**config.mk**
```make
export PLATFORM = sky130hd
export DESIGN_NAME = url_component_splitter_unit
export DESIGN_NICKNAME = d
export VERILOG_FILES = /design/src/design/ucs_pkg.sv /design/src/design/ucs_parser.sv /design/src/design/ucs_result.sv /design/src/design/url_component_splitter_unit.sv
export SDC_FILE = /design/constraint.sdc
export NUM_CORES = 1
export LEC_CHECK = 0
export BUFFER_PORTS_ARGS = -buffer_cell sky130_fd_sc_hd__buf_2
export CORE_ASPECT_RATIO = 0.9
export CORE_MARGIN = 2
export CORE_UTILIZATION = 30
export CTS_CLUSTER_DIAMETER = 120
export CTS_CLUSTER_SIZE = 20
export DETAILED_ROUTE_END_ITERATION = 6
export GPL_TIMING_DRIVEN = 0
export PLACE_DENSITY_LB_ADDON = 0.2
export SYNTH_ARGS = -nofsm -noshare
export SYNTH_HDL_FRONTEND = slang
export SYNTH_SLANG_ARGS = --single-unit
```
**constraint.sdc**
```tcl
create_clock -name i_clk -period 5.9 [get_ports i_clk]
set_input_delay 0.59 -clock i_clk [delete_from_list [all_inputs] [get_ports i_clk]]
set_output_delay 0.59 -clock i_clk [all_outputs]
set_load 0.03 [all_outputs]
```
**src/design/ucs_pkg.sv**
```systemverilog
// Shared types, constants and codes for the URL component splitter.
package ucs_pkg;

    // Longest URL that is parsed; longer ones report too long.
    localparam int MAX_LEN = 4096;
    localparam int POS_W   = $clog2(MAX_LEN + 2);
    localparam int PORT_W  = 17;
    localparam int OUT_POS_W = 13;

    localparam logic [POS_W-1:0]  MAX_POS  = POS_W'(MAX_LEN);
    localparam logic [PORT_W-1:0] PORT_MAX = PORT_W'(65535);

    // Character codes that steer the parse.
    localparam logic [7:0] CH_HASH   = 8'h23;
    localparam logic [7:0] CH_QUES   = 8'h3F;
    localparam logic [7:0] CH_AT     = 8'h40;
    localparam logic [7:0] CH_LBRACK = 8'h5B;
    localparam logic [7:0] CH_RBRACK = 8'h5D;
    localparam logic [7:0] CH_COLON  = 8'h3A;
    localparam logic [7:0] CH_SLASH  = 8'h2F;
    localparam logic [7:0] CH_ZERO   = 8'h30;
    localparam logic [7:0] CH_NUL    = 8'h00;
    localparam logic [7:0] CH_CR     = 8'h0D;
    localparam logic [7:0] CH_LF     = 8'h0A;

    // Parse phases; their order matters for the range tests.
    typedef enum logic [3:0] {
        PH_SCHEME_START = 4'd0,
        PH_SCHEME_BODY  = 4'd1,
        PH_SLASH1       = 4'd2,
        PH_SLASH2       = 4'd3,
        PH_PATH         = 4'd4,
        PH_HOST_START   = 4'd5,
        PH_HOST_REG     = 4'd6,
        PH_HOST_V6      = 4'd7,
        PH_V6_AFTER     = 4'd8,
        PH_V6_PORT      = 4'd9,
        PH_V6_BAD       = 4'd10
    } t_phase;

    // Result status codes.
    typedef enum logic [3:0] {
        ST_OK         = 4'd0,
        ST_CTRL       = 4'd1,
        ST_PORT_EMPTY = 4'd2,
        ST_PORT_RANGE = 4'd3,
        ST_PORT_CHAR  = 4'd4,
        ST_V6_OPEN    = 4'd5,
        ST_V6_JUNK    = 4'd6,
        ST_AMBIGUOUS  = 4'd7,
        ST_TOO_LONG   = 4'd8
    } t_status;

    // Running parse state for one URL.
    typedef struct packed {
        logic [POS_W-1:0]  position;
        t_phase            phase;
        logic [POS_W-1:0]  scheme_colon_pos;
        logic [POS_W-1:0]  hash_pos;
        logic [POS_W-1:0]  question_pos;
        logic [POS_W-1:0]  last_at_pos;
        logic [POS_W-1:0]  hostport_start;
        logic [POS_W-1:0]  authority_end;
        logic [1:0]        colon_count;
        logic [POS_W-1:0]  first_colon_pos;
        logic [POS_W-1:0]  bracket_close_pos;
        logic              after_bracket_bad;
        logic [PORT_W-1:0] port_accum;
        logic [2:0]        port_digits;
        logic              port_nondigit;
        logic              control_seen;
    } t_pstate;

    // Handshake control handed from the input stage to the datapath.
    typedef struct packed {
        logic step;
        logic last;
    } t_step;

    // One result item.
    typedef struct packed {
        t_status              status;
        logic [OUT_POS_W-1:0] scheme_end;
        logic                 has_authority;
        logic [OUT_POS_W-1:0] at_offset;
        logic [OUT_POS_W-1:0] host_start;
        logic [OUT_POS_W-1:0] host_end;
        logic                 host_is_ipv6;
        logic                 has_port;
        logic [15:0]          port_value;
        logic [OUT_POS_W-1:0] path_start;
        logic [OUT_POS_W-1:0] query_offset;
        logic [OUT_POS_W-1:0] fragment_offset;
    } t_result;

    // State at reset and at the start of every URL.
    function automatic t_pstate pstate_reset();
        t_pstate s;
        s.position          = '0;
        s.phase             = PH_SCHEME_START;
        s.scheme_colon_pos  = '0;
        s.hash_pos          = MAX_POS;
        s.question_pos      = MAX_POS;
        s.last_at_pos       = MAX_POS;
        s.hostport_start    = '0;
        s.authority_end     = '0;
        s.colon_count       = '0;
        s.first_colon_pos   = '0;
        s.bracket_close_pos = MAX_POS;
        s.after_bracket_bad = 1'b0;
        s.port_accum        = '0;
        s.port_digits       = '0;
        s.port_nondigit     = 1'b0;
        s.control_seen      = 1'b0;
        return s;
    endfunction

endpackage

```
**src/design/ucs_parser.sv**
```systemverilog
// Per-byte parse state registers and their next-state logic.
module ucs_parser (
    input  logic            i_clk,
    input  logic            i_rst_n,
    input  ucs_pkg::t_step  i_step,
    input  logic [7:0]      i_byte,
    output ucs_pkg::t_pstate o_next
);
    import ucs_pkg::*;

    t_pstate r_st;
    t_pstate n_st;

    // Start a fresh host analysis at the given offset.
    function automatic t_pstate clear_host(t_pstate s, logic [POS_W-1:0] start);
        t_pstate t;
        t = s;
        t.hostport_start    = start;
        t.colon_count       = '0;
        t.first_colon_pos   = '0;
        t.bracket_close_pos = MAX_POS;
        t.after_bracket_bad = 1'b0;
        t.port_accum        = '0;
        t.port_digits       = '0;
        t.port_nondigit     = 1'b0;
        t.phase             = PH_HOST_START;
        return t;
    endfunction

    // Fold one port character into the accumulator and counters.
    function automatic t_pstate port_char(t_pstate s, logic [7:0] c);
        t_pstate t;
        t = s;
        if (c >= 8'h30 && c <= 8'h39) begin
            if (s.port_digits < 3'd5) begin
                t.port_accum = (s.port_accum << 3) + (s.port_accum << 1)
                             + PORT_W'(c - CH_ZERO);
            end
        end else begin
            t.port_nondigit = 1'b1;
        end
        if (s.port_digits < 3'd6) begin
            t.port_digits = s.port_digits + 3'd1;
        end
        return t;
    endfunction

    // Next state for the byte in the input register.
    always_comb begin
        logic             open_q;
        logic             is_alpha;
        logic             is_scheme;
        logic             host_reg;
        logic [POS_W-1:0] pos;
        logic [7:0]       c;

        n_st     = r_st;
        c        = i_byte;
        pos      = r_st.position;
        open_q   = (r_st.question_pos == MAX_POS) && (r_st.hash_pos == MAX_POS);
        is_alpha = c inside {[8'h61:8'h7A], [8'h41:8'h5A]};
        is_scheme = is_alpha || (c inside {[8'h30:8'h39], 8'h2B, 8'h2D, 8'h2E});
        host_reg = 1'b0;

        if (c == CH_NUL || c == CH_CR || c == CH_LF) begin
            n_st.control_seen = 1'b1;
        end

        if (pos < MAX_POS) begin
            if (c == CH_HASH) begin
                // First hash closes the authority if nothing closed it yet.
                if (r_st.hash_pos == MAX_POS) begin
                    n_st.hash_pos = pos;
                    if (open_q && r_st.phase >= PH_HOST_START &&
                        r_st.authority_end == '0) begin
                        n_st.authority_end = pos;
                    end
                end
            end else if (open_q) begin
                if (c == CH_QUES) begin
                    n_st.question_pos = pos;
                    if (r_st.phase >= PH_HOST_START && r_st.authority_end == '0) begin
                        n_st.authority_end = pos;
                    end
                end else begin
                    case (r_st.phase)
                        PH_SCHEME_START: begin
                            if (is_alpha) begin
                                n_st.phase = PH_SCHEME_BODY;
                            end else if (c == CH_SLASH) begin
                                n_st.phase = PH_SLASH2;
                            end else begin
                                n_st.phase = PH_PATH;
                            end
                        end
                        PH_SCHEME_BODY: begin
                            if (c == CH_COLON) begin
                                n_st.scheme_colon_pos = pos;
                                n_st.phase = PH_SLASH1;
                            end else if (!is_scheme) begin
                                n_st.phase = PH_PATH;
                            end
                        end
                        PH_SLASH1: begin
                            n_st.phase = (c == CH_SLASH) ? PH_SLASH2 : PH_PATH;
                        end
                        PH_SLASH2: begin
                            if (c == CH_SLASH) begin
                                n_st = clear_host(r_st, pos + POS_W'(1));
                            end else begin
                                n_st.phase = PH_PATH;
                            end
                        end
                        PH_PATH: begin
                            n_st.phase = PH_PATH;
                        end
                        default: begin
                            // Inside the authority until a slash closes it.
                            if (r_st.authority_end == '0) begin
                                if (c == CH_SLASH) begin
                                    n_st.authority_end = pos;
                                end else if (c == CH_AT) begin
                                    n_st = clear_host(r_st, pos + POS_W'(1));
                                    n_st.last_at_pos = pos;
                                end else begin
                                    host_reg = (r_st.phase == PH_HOST_REG);
                                    if (r_st.phase == PH_HOST_START) begin
                                        if (c == CH_LBRACK) begin
                                            n_st.phase = PH_HOST_V6;
                                        end else begin
                                            n_st.phase = PH_HOST_REG;
                                            host_reg = 1'b1;
                                        end
                                    end
                                    if (host_reg) begin
                                        // Registered name: colon splits off a port.
                                        if (r_st.colon_count >= 2'd1) begin
                                            n_st = port_char(n_st, c);
                                            if (c == CH_COLON) begin
                                                n_st.colon_count = 2'd2;
                                            end
                                        end else if (c == CH_COLON) begin
                                            n_st.colon_count = 2'd1;
                                            n_st.first_colon_pos = pos;
                                        end
                                    end else begin
                                        case (r_st.phase)
                                            PH_HOST_V6: begin
                                                if (c == CH_RBRACK) begin
                                                    n_st.bracket_close_pos = pos;
                                                    n_st.phase = PH_V6_AFTER;
                                                end
                                            end
                                            PH_V6_AFTER: begin
                                                if (c == CH_COLON) begin
                                                    n_st.colon_count = 2'd1;
                                                    n_st.first_colon_pos = pos;
                                                    n_st.phase = PH_V6_PORT;
                                                end else begin
                                                    n_st.after_bracket_bad = 1'b1;
                                                    n_st.phase = PH_V6_BAD;
                                                end
                                            end
                                            PH_V6_PORT: begin
                                                n_st = port_char(n_st, c);
                                            end
                                            default: begin
                                                n_st.phase = n_st.phase;
                                            end
                                        endcase
                                    end
                                end
                            end
                        end
                    endcase
                end
            end
        end

        // Position stops one past the limit so overflow stays visible.
        if (pos <= MAX_POS) begin
            n_st.position = pos + POS_W'(1);
        end
    end

    // State register; the last byte of a URL returns it to the start.
    always_ff @(posedge i_clk) begin
        if (!i_rst_n) begin
            r_st <= pstate_reset();
        end else if (i_step.step) begin
            r_st <= i_step.last ? pstate_reset() : n_st;
        end
    end

    assign o_next = n_st;

endmodule

```
**src/design/ucs_result.sv**
```systemverilog
// Builds the result item from the final parse state and holds it for output.
module ucs_result (
    input  logic             i_clk,
    input  logic             i_rst_n,
    input  logic             i_load,
    input  ucs_pkg::t_pstate i_state,
    input  logic             i_out_ready,
    output logic             o_out_valid,
    output ucs_pkg::t_result o_result
);
    import ucs_pkg::*;

    logic    r_out_vld;
    t_result r_res;
    t_result n_res;

    // Port checks in their order of precedence.
    function automatic t_status port_status(t_pstate s);
        t_status st;
        if (s.port_digits == 3'd0) begin
            st = ST_PORT_EMPTY;
        end else if (s.port_digits > 3'd5) begin
            st = ST_PORT_RANGE;
        end else if (s.port_nondigit) begin
            st = ST_PORT_CHAR;
        end else if (s.port_accum > PORT_MAX) begin
            st = ST_PORT_RANGE;
        end else begin
            st = ST_OK;
        end
        return st;
    endfunction

    // Finalize offsets and status.
    always_comb begin
        logic             auth;
        logic             v6;
        logic             hport;
        logic [POS_W-1:0] ae;
        logic [POS_W-1:0] hs;
        logic [POS_W-1:0] he;
        logic [POS_W-1:0] ps;
        logic [POS_W-1:0] at;
        t_status          st;

        auth  = i_state.phase >= PH_HOST_START;
        v6    = auth && (i_state.phase >= PH_HOST_V6);
        ae    = (auth && i_state.authority_end == '0) ? i_state.position
                                                      : i_state.authority_end;
        hport = 1'b0;
        hs    = '0;
        he    = '0;
        at    = MAX_POS;
        st    = ST_OK;

        if (auth) begin
            at = i_state.last_at_pos;
            if (v6) begin
                hs = i_state.hostport_start + POS_W'(1);
                he = i_state.bracket_close_pos;
                hport = (i_state.phase == PH_V6_PORT);
            end else begin
                hs = i_state.hostport_start;
                he = (i_state.colon_count >= 2'd1) ? i_state.first_colon_pos : ae;
                hport = (i_state.colon_count == 2'd1);
            end
        end

        if (i_state.position > MAX_POS) begin
            st = ST_TOO_LONG;
        end else if (i_state.control_seen) begin
            st = ST_CTRL;
        end else if (auth) begin
            if (i_state.phase == PH_HOST_V6) begin
                st = ST_V6_OPEN;
            end else if (v6 && i_state.after_bracket_bad) begin
                st = ST_V6_JUNK;
            end else if (!v6 && i_state.colon_count >= 2'd2) begin
                st = ST_AMBIGUOUS;
            end else if (hport) begin
                st = port_status(i_state);
            end
        end

        if (auth) begin
            ps = ae;
        end else if (i_state.scheme_colon_pos != '0) begin
            ps = i_state.scheme_colon_pos + POS_W'(1);
        end else begin
            ps = '0;
        end

        // Error items carry a status and nothing else.
        n_res = '0;
        n_res.status = st;
        if (st == ST_OK) begin
            n_res.scheme_end      = OUT_POS_W'(i_state.scheme_colon_pos);
            n_res.has_authority   = auth;
            n_res.at_offset       = OUT_POS_W'(at);
            n_res.host_start      = OUT_POS_W'(hs);
            n_res.host_end        = OUT_POS_W'(he);
            n_res.host_is_ipv6    = v6;
            n_res.has_port        = hport;
            n_res.port_value      = hport ? i_state.port_accum[15:0] : 16'd0;
            n_res.path_start      = OUT_POS_W'(ps);
            n_res.query_offset    = OUT_POS_W'(i_state.question_pos);
            n_res.fragment_offset = OUT_POS_W'(i_state.hash_pos);
        end
    end

    // Output register valid flag.
    always_ff @(posedge i_clk) begin
        if (!i_rst_n) begin
            r_out_vld <= 1'b0;
        end else if (i_load) begin
            r_out_vld <= 1'b1;
        end else if (i_out_ready) begin
            r_out_vld <= 1'b0;
        end
    end

    // Output payload.
    always_ff @(posedge i_clk) begin
        if (i_load) begin
            r_res <= n_res;
        end
    end

    assign o_out_valid = r_out_vld;
    assign o_result    = r_res;

endmodule

```
**src/design/url_component_splitter_unit.sv**
```systemverilog
// Top level of the streaming URL component splitter.
//
//  Channel   Handshake                  Payload
//  input     i_in_valid / o_in_ready    i_data_byte, i_last_byte
//  output    o_out_valid / i_out_ready  o_status .. o_fragment_offset
//
// One byte is taken every cycle while no last byte waits for a full output; the
// parse state updates from the byte in the input register. A result item is valid
// right after the edge at which its last byte leaves the input register.
// Reset returns the parse state to the start of a URL and empties both stages.
// A stalled result holds only a last byte in the input register; no other bytes
// are taken into the input register or the parse state meanwhile.
module url_component_splitter_unit (
    input  logic        i_clk,
    input  logic        i_rst_n,
    input  logic        i_in_valid,
    output logic        o_in_ready,
    input  logic [7:0]  i_data_byte,
    input  logic        i_last_byte,
    output logic        o_out_valid,
    input  logic        i_out_ready,
    output logic [3:0]  o_status,
    output logic [12:0] o_scheme_end,
    output logic        o_has_authority,
    output logic [12:0] o_at_offset,
    output logic [12:0] o_host_start,
    output logic [12:0] o_host_end,
    output logic        o_host_is_ipv6,
    output logic        o_has_port,
    output logic [15:0] o_port_value,
    output logic [12:0] o_path_start,
    output logic [12:0] o_query_offset,
    output logic [12:0] o_fragment_offset
);
    import ucs_pkg::*;

    logic       r_in_vld;
    logic [7:0] r_in_byte;
    logic       r_in_last;
    logic       out_free;
    logic       advance;
    t_step      step;
    t_pstate    next_state;
    t_result    result;

    // The registered byte moves on unless it ends a URL and the output is full.
    assign out_free   = !o_out_valid || i_out_ready;
    assign advance    = r_in_vld && (!r_in_last || out_free);
    assign o_in_ready = !r_in_vld || advance;
    assign step.step  = advance;
    assign step.last  = r_in_last;

    // Input register valid flag.
    always_ff @(posedge i_clk) begin
        if (!i_rst_n) begin
            r_in_vld <= 1'b0;
        end else if (o_in_ready) begin
            r_in_vld <= i_in_valid;
        end
    end

    // Input register payload.
    always_ff @(posedge i_clk) begin
        if (i_in_valid && o_in_ready) begin
            r_in_byte <= i_data_byte;
            r_in_last <= i_last_byte;
        end
    end

    ucs_parser u_parser (
        .i_clk   (i_clk),
        .i_rst_n (i_rst_n),
        .i_step  (step),
        .i_byte  (r_in_byte),
        .o_next  (next_state)
    );

    ucs_result u_result (
        .i_clk       (i_clk),
        .i_rst_n     (i_rst_n),
        .i_load      (advance && r_in_last),
        .i_state     (next_state),
        .i_out_ready (i_out_ready),
        .o_out_valid (o_out_valid),
        .o_result    (result)
    );

    assign o_status          = result.status;
    assign o_scheme_end      = result.scheme_end;
    assign o_has_authority   = result.has_authority;
    assign o_at_offset       = result.at_offset;
    assign o_host_start      = result.host_start;
    assign o_host_end        = result.host_end;
    assign o_host_is_ipv6    = result.host_is_ipv6;
    assign o_has_port        = result.has_port;
    assign o_port_value      = result.port_value;
    assign o_path_start      = result.path_start;
    assign o_query_offset    = result.query_offset;
    assign o_fragment_offset = result.fragment_offset;

    // A last byte that leaves the input register always yields a result item.
    a_last_gives_result: assert property (@(posedge i_clk) disable iff (!i_rst_n)
        (advance && r_in_last) |=> o_out_valid)
        else $error("last byte did not produce a result item");

    // A held byte stays in the input register unchanged.
    a_hold_stalled_byte: assert property (@(posedge i_clk) disable iff (!i_rst_n)
        (r_in_vld && !advance) |=> (r_in_vld && $stable(r_in_byte)))
        else $error("stalled byte was lost or changed");

    // Error items carry no offsets.
    a_error_clears_fields: assert property (@(posedge i_clk) disable iff (!i_rst_n)
        (o_out_valid && o_status != ST_OK) |->
        (o_scheme_end == '0 && o_path_start == '0 && !o_has_port && !o_has_authority))
        else $error("error item carries component fields");

    // A port only exists inside an authority.
    a_port_needs_authority: assert property (@(posedge i_clk) disable iff (!i_rst_n)
        (o_out_valid && o_has_port) |-> o_has_authority)
        else $error("port reported without authority");

endmodule
```
**Yosys cells after proc, flatten, opt, wreduce, memory -nomap -nowiden**

Index checks and enable logic that the tools add are counted.

- Register bits: 271
- Input bits: 13
- Output and inout port bits: 116

- $add $sub $neg: 7
- Order comparisons: 19
- Equal/unequal tests: 26
- Multiplexer cells: 94
- Reduce and logical (&&, ||, !) cells: 39

Operators with widths:

| operator | number |
|---|---|
| 146-bit 2-to-1 mux | 11 |
| 13-bit 2-to-1 mux | 21 |
| 133-bit 2-to-1 mux | 2 |
| 116-bit case mux with 2 select lines | 1 |
| 51-bit 2-to-1 mux | 3 |
| 82-bit 2-to-1 mux | 1 |
| 77-bit 2-to-1 mux | 1 |
| 4-bit 2-to-1 mux | 15 |
| 8-bit by 6-bit equality test with 1-bit output, second input constant | 7 |
| 15-bit 2-to-1 mux | 3 |
| 22-bit 2-to-1 mux | 2 |
| 43-bit 2-to-1 mux | 1 |
| 13-bit by 1-bit adder with 13-bit output, second input constant | 3 |
| 39-bit 2-to-1 mux | 1 |
| 13-bit case mux with 3 select lines | 1 |
| 17-bit adder | 2 |
| 17-bit 2-to-1 mux | 2 |
| 30-bit 2-to-1 mux | 1 |
| 13-bit equality test, second input constant | 2 |
| 13-bit zero test | 2 |
| 26-bit 2-to-1 mux | 1 |
| 8-bit by 7-bit equality test with 1-bit output, second input constant | 3 |
| 4-bit by 3-bit equality test with 1-bit output, second input constant | 5 |
| 1-bit 2-to-1 mux | 20 |
| 37 further kinds | 74 |

**Longest topological paths before layout**

- Depth after elaboration: 41
- Gate-level depth with buffers: 19
- Depth with buffers taken out: 17

**By module**

From an unflattened synthesis, not the netlist that was laid out.

- Cell total of the unflattened synthesis: 1,732
- Area, all modules: 16,534.6 um^2

By module, submodules not included:

| module | instances | cells each | area each (um^2) | sequential area each (um^2) |
|---|---|---|---|---|
| ucs_parser | 1 | 1,234 | 9,935.8 | 2,922.8 |
| ucs_result | 1 | 480 | 6,246.0 | 3,443.3 |
| url_component_splitter_unit | 1 | 18 | 352.8 | 290.3 |

**Least setup slack after synthesis**

OpenSTA, ideal clock, no wires.

- Path type: reg2reg
- Start: reg r_in_byte[4]
- End: reg u_result.r_res (netlist bit u_result.o_result[58]), data pin
- Setup time: 0.170 ns
- Arrival: 4.861 ns
- Slack: 0.869 ns
- Stages on the path, launching flop included: 17
- Path buffers: 1
- Clock period less this slack: 5.031 ns
- Cells stage by stage: edfxtp_1 > ha_1 > nor3_1 > fa_1 > ha_1 > a21o_1 > a21o_1 > a22oi_1 > a31oi_1 > o311ai_1 > a31o_2 > nor2_1 > o221a_2 > nor3_2 > nand3_2 > buf_6 > nor4_2

- Cells in the longest elaborated chain, start to end: 41

Ends and longest elaborated chain:

| element | line | text |
|---|---|---|
| from (decl) | url_component_splitter_unit.sv:38 | `logic [7:0] r_in_byte;` |
| from (signal assigned) | url_component_splitter_unit.sv:65 | `r_in_byte <= i_data_byte;` |
| parallel branches: the longest is 26 deep, another holds 17-bit adder | -- |  |
| 146-bit 2-to-1 mux (*) | ucs_parser.sv:69 | `if (pos < MAX_POS) begin` |
| 17-bit by 16-bit greater-than comparator with 1-bit output | ucs_result.sv:26 | `end else if (s.port_accum > PORT_MAX) begin` |
| 2-bit 2-to-1 mux | ucs_result.sv:26 |  |
| 4-bit 2-to-1 mux | ucs_result.sv:24 | `end else if (s.port_nondigit) begin` |
| 4-bit 2-to-1 mux | ucs_result.sv:22 | `end else if (s.port_digits > 3'd5) begin` |
| 4-bit 2-to-1 mux | ucs_result.sv:20 | `if (s.port_digits == 3'd0) begin` |
| 4-bit 2-to-1 mux | ucs_result.sv:80 | `end else if (hport) begin` |
| 4-bit 2-to-1 mux | ucs_result.sv:78 | `end else if (!v6 && i_state.colon_count >= 2'd2) begin` |
| 4-bit 2-to-1 mux | ucs_result.sv:76 | `end else if (v6 && i_state.after_bracket_bad) begin` |
| 4-bit 2-to-1 mux | ucs_result.sv:74 | `if (i_state.phase == PH_HOST_V6) begin` |
| 4-bit 2-to-1 mux | ucs_result.sv:73 | `end else if (auth) begin` |
| 4-bit 2-to-1 mux | ucs_result.sv:71 | `end else if (i_state.control_seen) begin` |
| 4-bit 2-to-1 mux | ucs_result.sv:69 | `if (i_state.position > MAX_POS) begin` |
| 4-bit zero test | ucs_result.sv:96 | `if (st == ST_OK) begin` |
| 2-bit AND reduction (no line) | -- |  |
| to (signal assigned) | ucs_result.sv:125 | `r_res <= n_res;` |
| to (decl) | ucs_result.sv:14 | `t_result r_res;` |

Mark *: on every way between the ends. The select of a mux whose other input is x is not followed.
A chain may end at the register's enable or synchronous reset.

**Worst setup path in the final report**

- Start: reg r_in_byte[4]
- End: reg u_result.r_res (netlist bit u_result.o_result[68]), data pin

The elaborated chain is that of the path after synthesis.

==> tab_implementation.tex <==
\begin{tabular}{lr}
\hline
Metric & Value \\
\hline
\multicolumn{2}{l}{\textbf{Outcome}} \\
Result of the run & completed \\
\multicolumn{2}{l}{\textbf{Clock network}} \\
Number of clock sinks & 271 \\
Number of buffers created by CTS & 18 \\
Clock transition at path regs & 0.08 ns \\
Number of buffers added to fix hold violations after cts & 0 \\
CTS tree & built \\
Level count of the clock H-tree & 1 \\
Root Buffer & sky130\_fd\_sc\_hd\_\_clkbuf\_16 \\
Latest clock arrival within the worst-skew pair & 0.54 ns \\
Maximum root-to-sink buffer count & 3 \\
\multicolumn{2}{l}{\textbf{Drt}} \\
Via density & 5.550 \\
Pre-Repair DR Iteration Count & 7 \\
Average routed wire per standard cell & 23.28 um \\
Top Layer Used & met5 \\
Sum of routed wire segments on met1 & 28950 um \\
Detailed Route WL & 59620 um \\
Count of unresolved DRC violations after routing & 0 \\
Violation count after the first detailed-route iteration & 1464 \\
Count of nets left with antenna violations after detail routing & 0 \\
Detail Route met3 WL & 4094 um \\
Via count & 14210 \\
Routed wl met2 & 24790 um \\
\multicolumn{2}{l}{\textbf{Critical path}} \\
FF-to-FF Start & r\_in\_byte[4] \\
Worst-path maximum fanout & 10 \\
Crit path required time & 6.18 ns \\
Reg2reg end & u\_result.o\_result[68] \\
FF-to-FF path depth & 17 \\
Worst Setup Start Kind & flip-flop \\
Critical path class & reg2reg \\
CP startpoint & r\_in\_byte[4] \\
Internal reg-to-reg setup slack & 0.35 ns \\
Arr. time, crit path & 5.83 ns \\
Kind of end point of the critical path & flip-flop \\
\multicolumn{2}{l}{\textbf{Final layout}} \\
Syn-to-layout area delta & 13.50\% \\
Most frequent standard cell in the layout excluding fill and tap cells & sky130\_fd\_sc\_hd\_\_nor2\_1 \\
Final design area excluding fillers & 17720 um\^{}2 \\
Antenna Cells & 0 \\
Share of final-layout standard cells stronger than drive strength 1 & 0.1244 \\
Most frequent cells in the layout & sky130\_fd\_sc\_hd\_\_nor2\_1, sky130\_fd\_sc\_hd\_\_dfxtp\_1, sky130\_fd\_sc\_hd\_\_buf\_2, sky130\_fd\_sc\_hd\_\_a21oi\_1, sky130\_fd\_sc\_hd\_\_edfxtp\_1 \\
Final cell count without fillers & 2561 \\
Nets@finish & 1915 \\
\multicolumn{2}{l}{\textbf{Floorplan}} \\
Std-Cell Core Area & 51600 um\^{}2 \\
Number of ports placed on the die boundary & 129 \\
Die area & 53880 um\^{}2 \\
Die Wd & 244.4 um \\
Count of standard-cell rows & 79 \\
Die H & 220.4 um \\
Initial Util & 0.3025 \\
\multicolumn{2}{l}{\textbf{Timing}} \\
Slew Viols, Final & 0 \\
Setup repair after global routing missed its margin & no \\
Clock period minus worst slack & 5.554 ns \\
Final period util & 0.9413 \\
Setup Skew & 0.02118 ns \\
Worst slew pin tran & 1.378 ns \\
Worst Hold Slack & 0.2315 ns \\
Final hold vios & 0 \\
F\_max & 180.1 MHz \\
Max-slew headroom & 0.07412 \\
TNS Setup & 0 ns \\
Number of setup violations in the final report & 0 \\
\multicolumn{2}{l}{\textbf{Pwr}} \\
Post-route total power & 0.003598 W \\
Cell area power density & 203.1 nW/um\^{}2 \\
Lkg Pwr & 6.530 nW \\
IR Drop Worst-Case VDD & 0.1344 mV \\
\multicolumn{2}{l}{\textbf{Synth}} \\
Sequential area share after synthesis & 0.4264 \\
Compound-Gate Fraction of Synth Area & 0.2088 \\
Number of enable flip-flop cells after synthesis & 123 \\
Synth Cell Area & 15610 um\^{}2 \\
Net Count, Synth & 1766 \\
Simple-gate portion of the synthesized area & 0.2160 \\
Number of synthesized register bits & 271 \\
Proportion of synthesized flip-flops having asynchronous set or reset & 0 \\
Count of different cell masters after synthesis & 97 \\
Post-Synth XOR/XNOR Area & 0.03366 \\
Syn. warnings & 0 \\
Main combinational cell family by area after synthesis & simple AND/OR/NAND/NOR gates \\
Mapped Avg Cell Area & 9.118 um\^{}2 \\
Portion of netlist area occupied by mux cells & 0.02886 \\
Post-synthesis adder-cell area fraction & 0.04088 \\
Commonest register cell after synthesis & sky130\_fd\_sc\_hd\_\_dfxtp\_1 \\
Synthesized instance count & 1712 \\
\multicolumn{2}{l}{\textbf{GRT}} \\
Maximum number of pins on one net before global-route repair & 74 \\
GRT Residual Overflow & 0 \\
Via count of the first global-routing pass & 13290 \\
Global-route usage over all layers & 0.2172 \\
First-pass GRT wire length & 88230 um \\
Number of antenna violations at the first check in global routing & 2 \\
\multicolumn{2}{l}{\textbf{Placement}} \\
Total placed instance area & 17160 um\^{}2 \\
Detailed placement HPWL & 44810 um \\
Routability congestion estimate from global placement & 0.9350 \\
Dpl cells & 2529 \\
Port bufs & 127 \\
\multicolumn{2}{l}{\textbf{Min path}} \\
Hold EP & r\_in\_byte[4] \\
Worst Hold Path Cells & 1 \\
Critical hold path startpoint & i\_data\_byte[4] \\
Worst hold path class & in2reg \\
\multicolumn{2}{l}{\textbf{Flow run}} \\
Max-capacitance violation count & 0 \\
\hline
\end{tabular}
## through the flow
step | utilization | setup WS, ns
after global placement | 0.3315 | -0.9197
after CTS | 0.3433 | 0.2291
final | 0.3434 | 0.3461
after global routing | 0.3434 | 0.05018
after floorplan | - | 0.8690
after detailed placement | 0.3326 | 0.2623
## power breakdown
part	switching, W	internal (W)
Clock	0.000719	0.000612
Combinational	0.000213	0.0000706
Sequential	0.0000106	0.00197
Total	0.000942	0.00266
## critical path, stage by stage, from the launching register on
cell and delay (ns):
sky130_fd_sc_hd__edfxtp_1 0.52, sky130_fd_sc_hd__ha_1 0.36, sky130_fd_sc_hd__nor3_2 0.17, sky130_fd_sc_hd__buf_6 0.20, sky130_fd_sc_hd__fa_1 0.45, sky130_fd_sc_hd__ha_1 0.40, sky130_fd_sc_hd__and4_1 0.27, sky130_fd_sc_hd__o211a_1 0.16
sky130_fd_sc_hd__o31ai_1 0.09, sky130_fd_sc_hd__and4_1 0.18, sky130_fd_sc_hd__o311ai_1 0.25, sky130_fd_sc_hd__a31o_2 0.25, sky130_fd_sc_hd__nor2_1 0.07, sky130_fd_sc_hd__o221a_2 0.34, sky130_fd_sc_hd__nor3_4 0.42, sky130_fd_sc_hd__nand3_2 0.37
sky130_fd_sc_hd__buf_2 0.36, sky130_fd_sc_hd__a211oi_1 0.43
## sequential cells by signal, indices dropped and copies added (netlist names)
name / flops
u_parser.r_st: 146
u_result.o_result: 114
r_in_byte: 8
r_in_last: 1
r_in_vld: 1
u_result.o_out_valid: 1
## cells in the mapped netlist (5+ instances only)
| master | count | area share |
|---|---|---|
| sky130_fd_sc_hd__edfxtp_1 | 123 | 0.24 |
| sky130_fd_sc_hd__nand4_1 | 14 | 0.0056 |
| sky130_fd_sc_hd__nor2b_1 | 78 | 0.031 |
| sky130_fd_sc_hd__nor4_2 | 9 | 0.0072 |
| sky130_fd_sc_hd__nand2b_1 | 11 | 0.0044 |
| sky130_fd_sc_hd__a31oi_1 | 16 | 0.0064 |
| sky130_fd_sc_hd__fa_1 | 14 | 0.018 |
| sky130_fd_sc_hd__inv_1 | 43 | 0.010 |
| sky130_fd_sc_hd__o311a_1 | 5 | 0.0032 |
| sky130_fd_sc_hd__o31ai_1 | 14 | 0.0067 |
| sky130_fd_sc_hd__and4_1 | 10 | 0.0056 |
| sky130_fd_sc_hd__o211ai_1 | 7 | 0.0034 |
| sky130_fd_sc_hd__nand3_1 | 26 | 0.0083 |
| sky130_fd_sc_hd__nor4_1 | 17 | 0.0068 |
| sky130_fd_sc_hd__buf_2 | 20 | 0.0064 |
| sky130_fd_sc_hd__a21o_1 | 15 | 0.0072 |
| sky130_fd_sc_hd__o22ai_1 | 8 | 0.0032 |
| sky130_fd_sc_hd__mux2i_1 | 39 | 0.025 |
| sky130_fd_sc_hd__xor2_1 | 23 | 0.013 |
| sky130_fd_sc_hd__ha_1 | 27 | 0.022 |
| sky130_fd_sc_hd__nor2_1 | 194 | 0.047 |
| sky130_fd_sc_hd__buf_4 | 5 | 0.0024 |
| sky130_fd_sc_hd__and3_1 | 15 | 0.0060 |
| sky130_fd_sc_hd__nor3_1 | 59 | 0.019 |
| sky130_fd_sc_hd__o21bai_1 | 8 | 0.0038 |
| sky130_fd_sc_hd__a21oi_1 | 131 | 0.042 |
| sky130_fd_sc_hd__a32o_1 | 14 | 0.0090 |
| sky130_fd_sc_hd__xnor2_1 | 37 | 0.021 |
| sky130_fd_sc_hd__a221o_1 | 5 | 0.0032 |
| sky130_fd_sc_hd__a211oi_1 | 14 | 0.0067 |
| sky130_fd_sc_hd__a22oi_1 | 71 | 0.034 |
| sky130_fd_sc_hd__clkbuf_1 | 94 | 0.023 |
| sky130_fd_sc_hd__dfxtp_1 | 148 | 0.19 |
| sky130_fd_sc_hd__and2_1 | 49 | 0.020 |
| sky130_fd_sc_hd__nand2_1 | 109 | 0.026 |
| sky130_fd_sc_hd__o21ai_0 | 100 | 0.032 |
| sky130_fd_sc_hd__or3_1 | 5 | 0.0020 |
| sky130_fd_sc_hd__o22a_1 | 10 | 0.0056 |
| sky130_fd_sc_hd__o21a_1 | 9 | 0.0043 |
## worst max path at each step
stage                                        to
final                     u_result.o_result[68]
after global placement    u_result.o_result[68]
after global routing      u_result.o_result[66]
after detailed placement  u_result.o_result[68]
after CTS                 u_result.o_result[68]
after floorplan           u_result.o_result[58]
## cell type report
| cell class | count | area (um^2) |
|---|---|---|
| Fill cell | 5414 | 33880 |
| Multi-Input combinational cell | 1272 | 8264 |
| Sequential cell | 271 | 6656 |
| Tap cell | 688 | 860.8 |
| Timing Repair Buffer | 129 | 674.4 |
| Buffer | 126 | 546.8 |
| Clock buffer | 28 | 509.2 |
| Inverter | 43 | 166.4 |
| Clock inverter | 4 | 38.79 |
## routing by layer
metal | vias to the layer above | GRT usage
met4 | 2 | 0.06016
li1 | 6554 | -
met1 | 7013 | 0.3290
met3 | 74 | 0.03238
met5 | - | 0
met2 | 570 | 0.3181
## cell families (layout without fill, tap and decap cells)
logic type / after synthesis / in the layout
multiplexers: 44 / 44
AO/OA/AOI/OAI: 487 / 487
adder cells (fa/ha/maj): 43 / 43
flip-flops: 271 / 271
AND/OR/NAND/NOR: 638 / 638
XOR/XNOR: 60 / 60
buffers and inverters: 169 / 330
## timing repair
| action | CTS | global route |
|---|---|---|
| buffers inserted | 0 | 0 |
| endpoints found under the setup margin | 0 | 5 |
| resized for setup | 0 | 1 |
(Power assumes the default switching activity.)
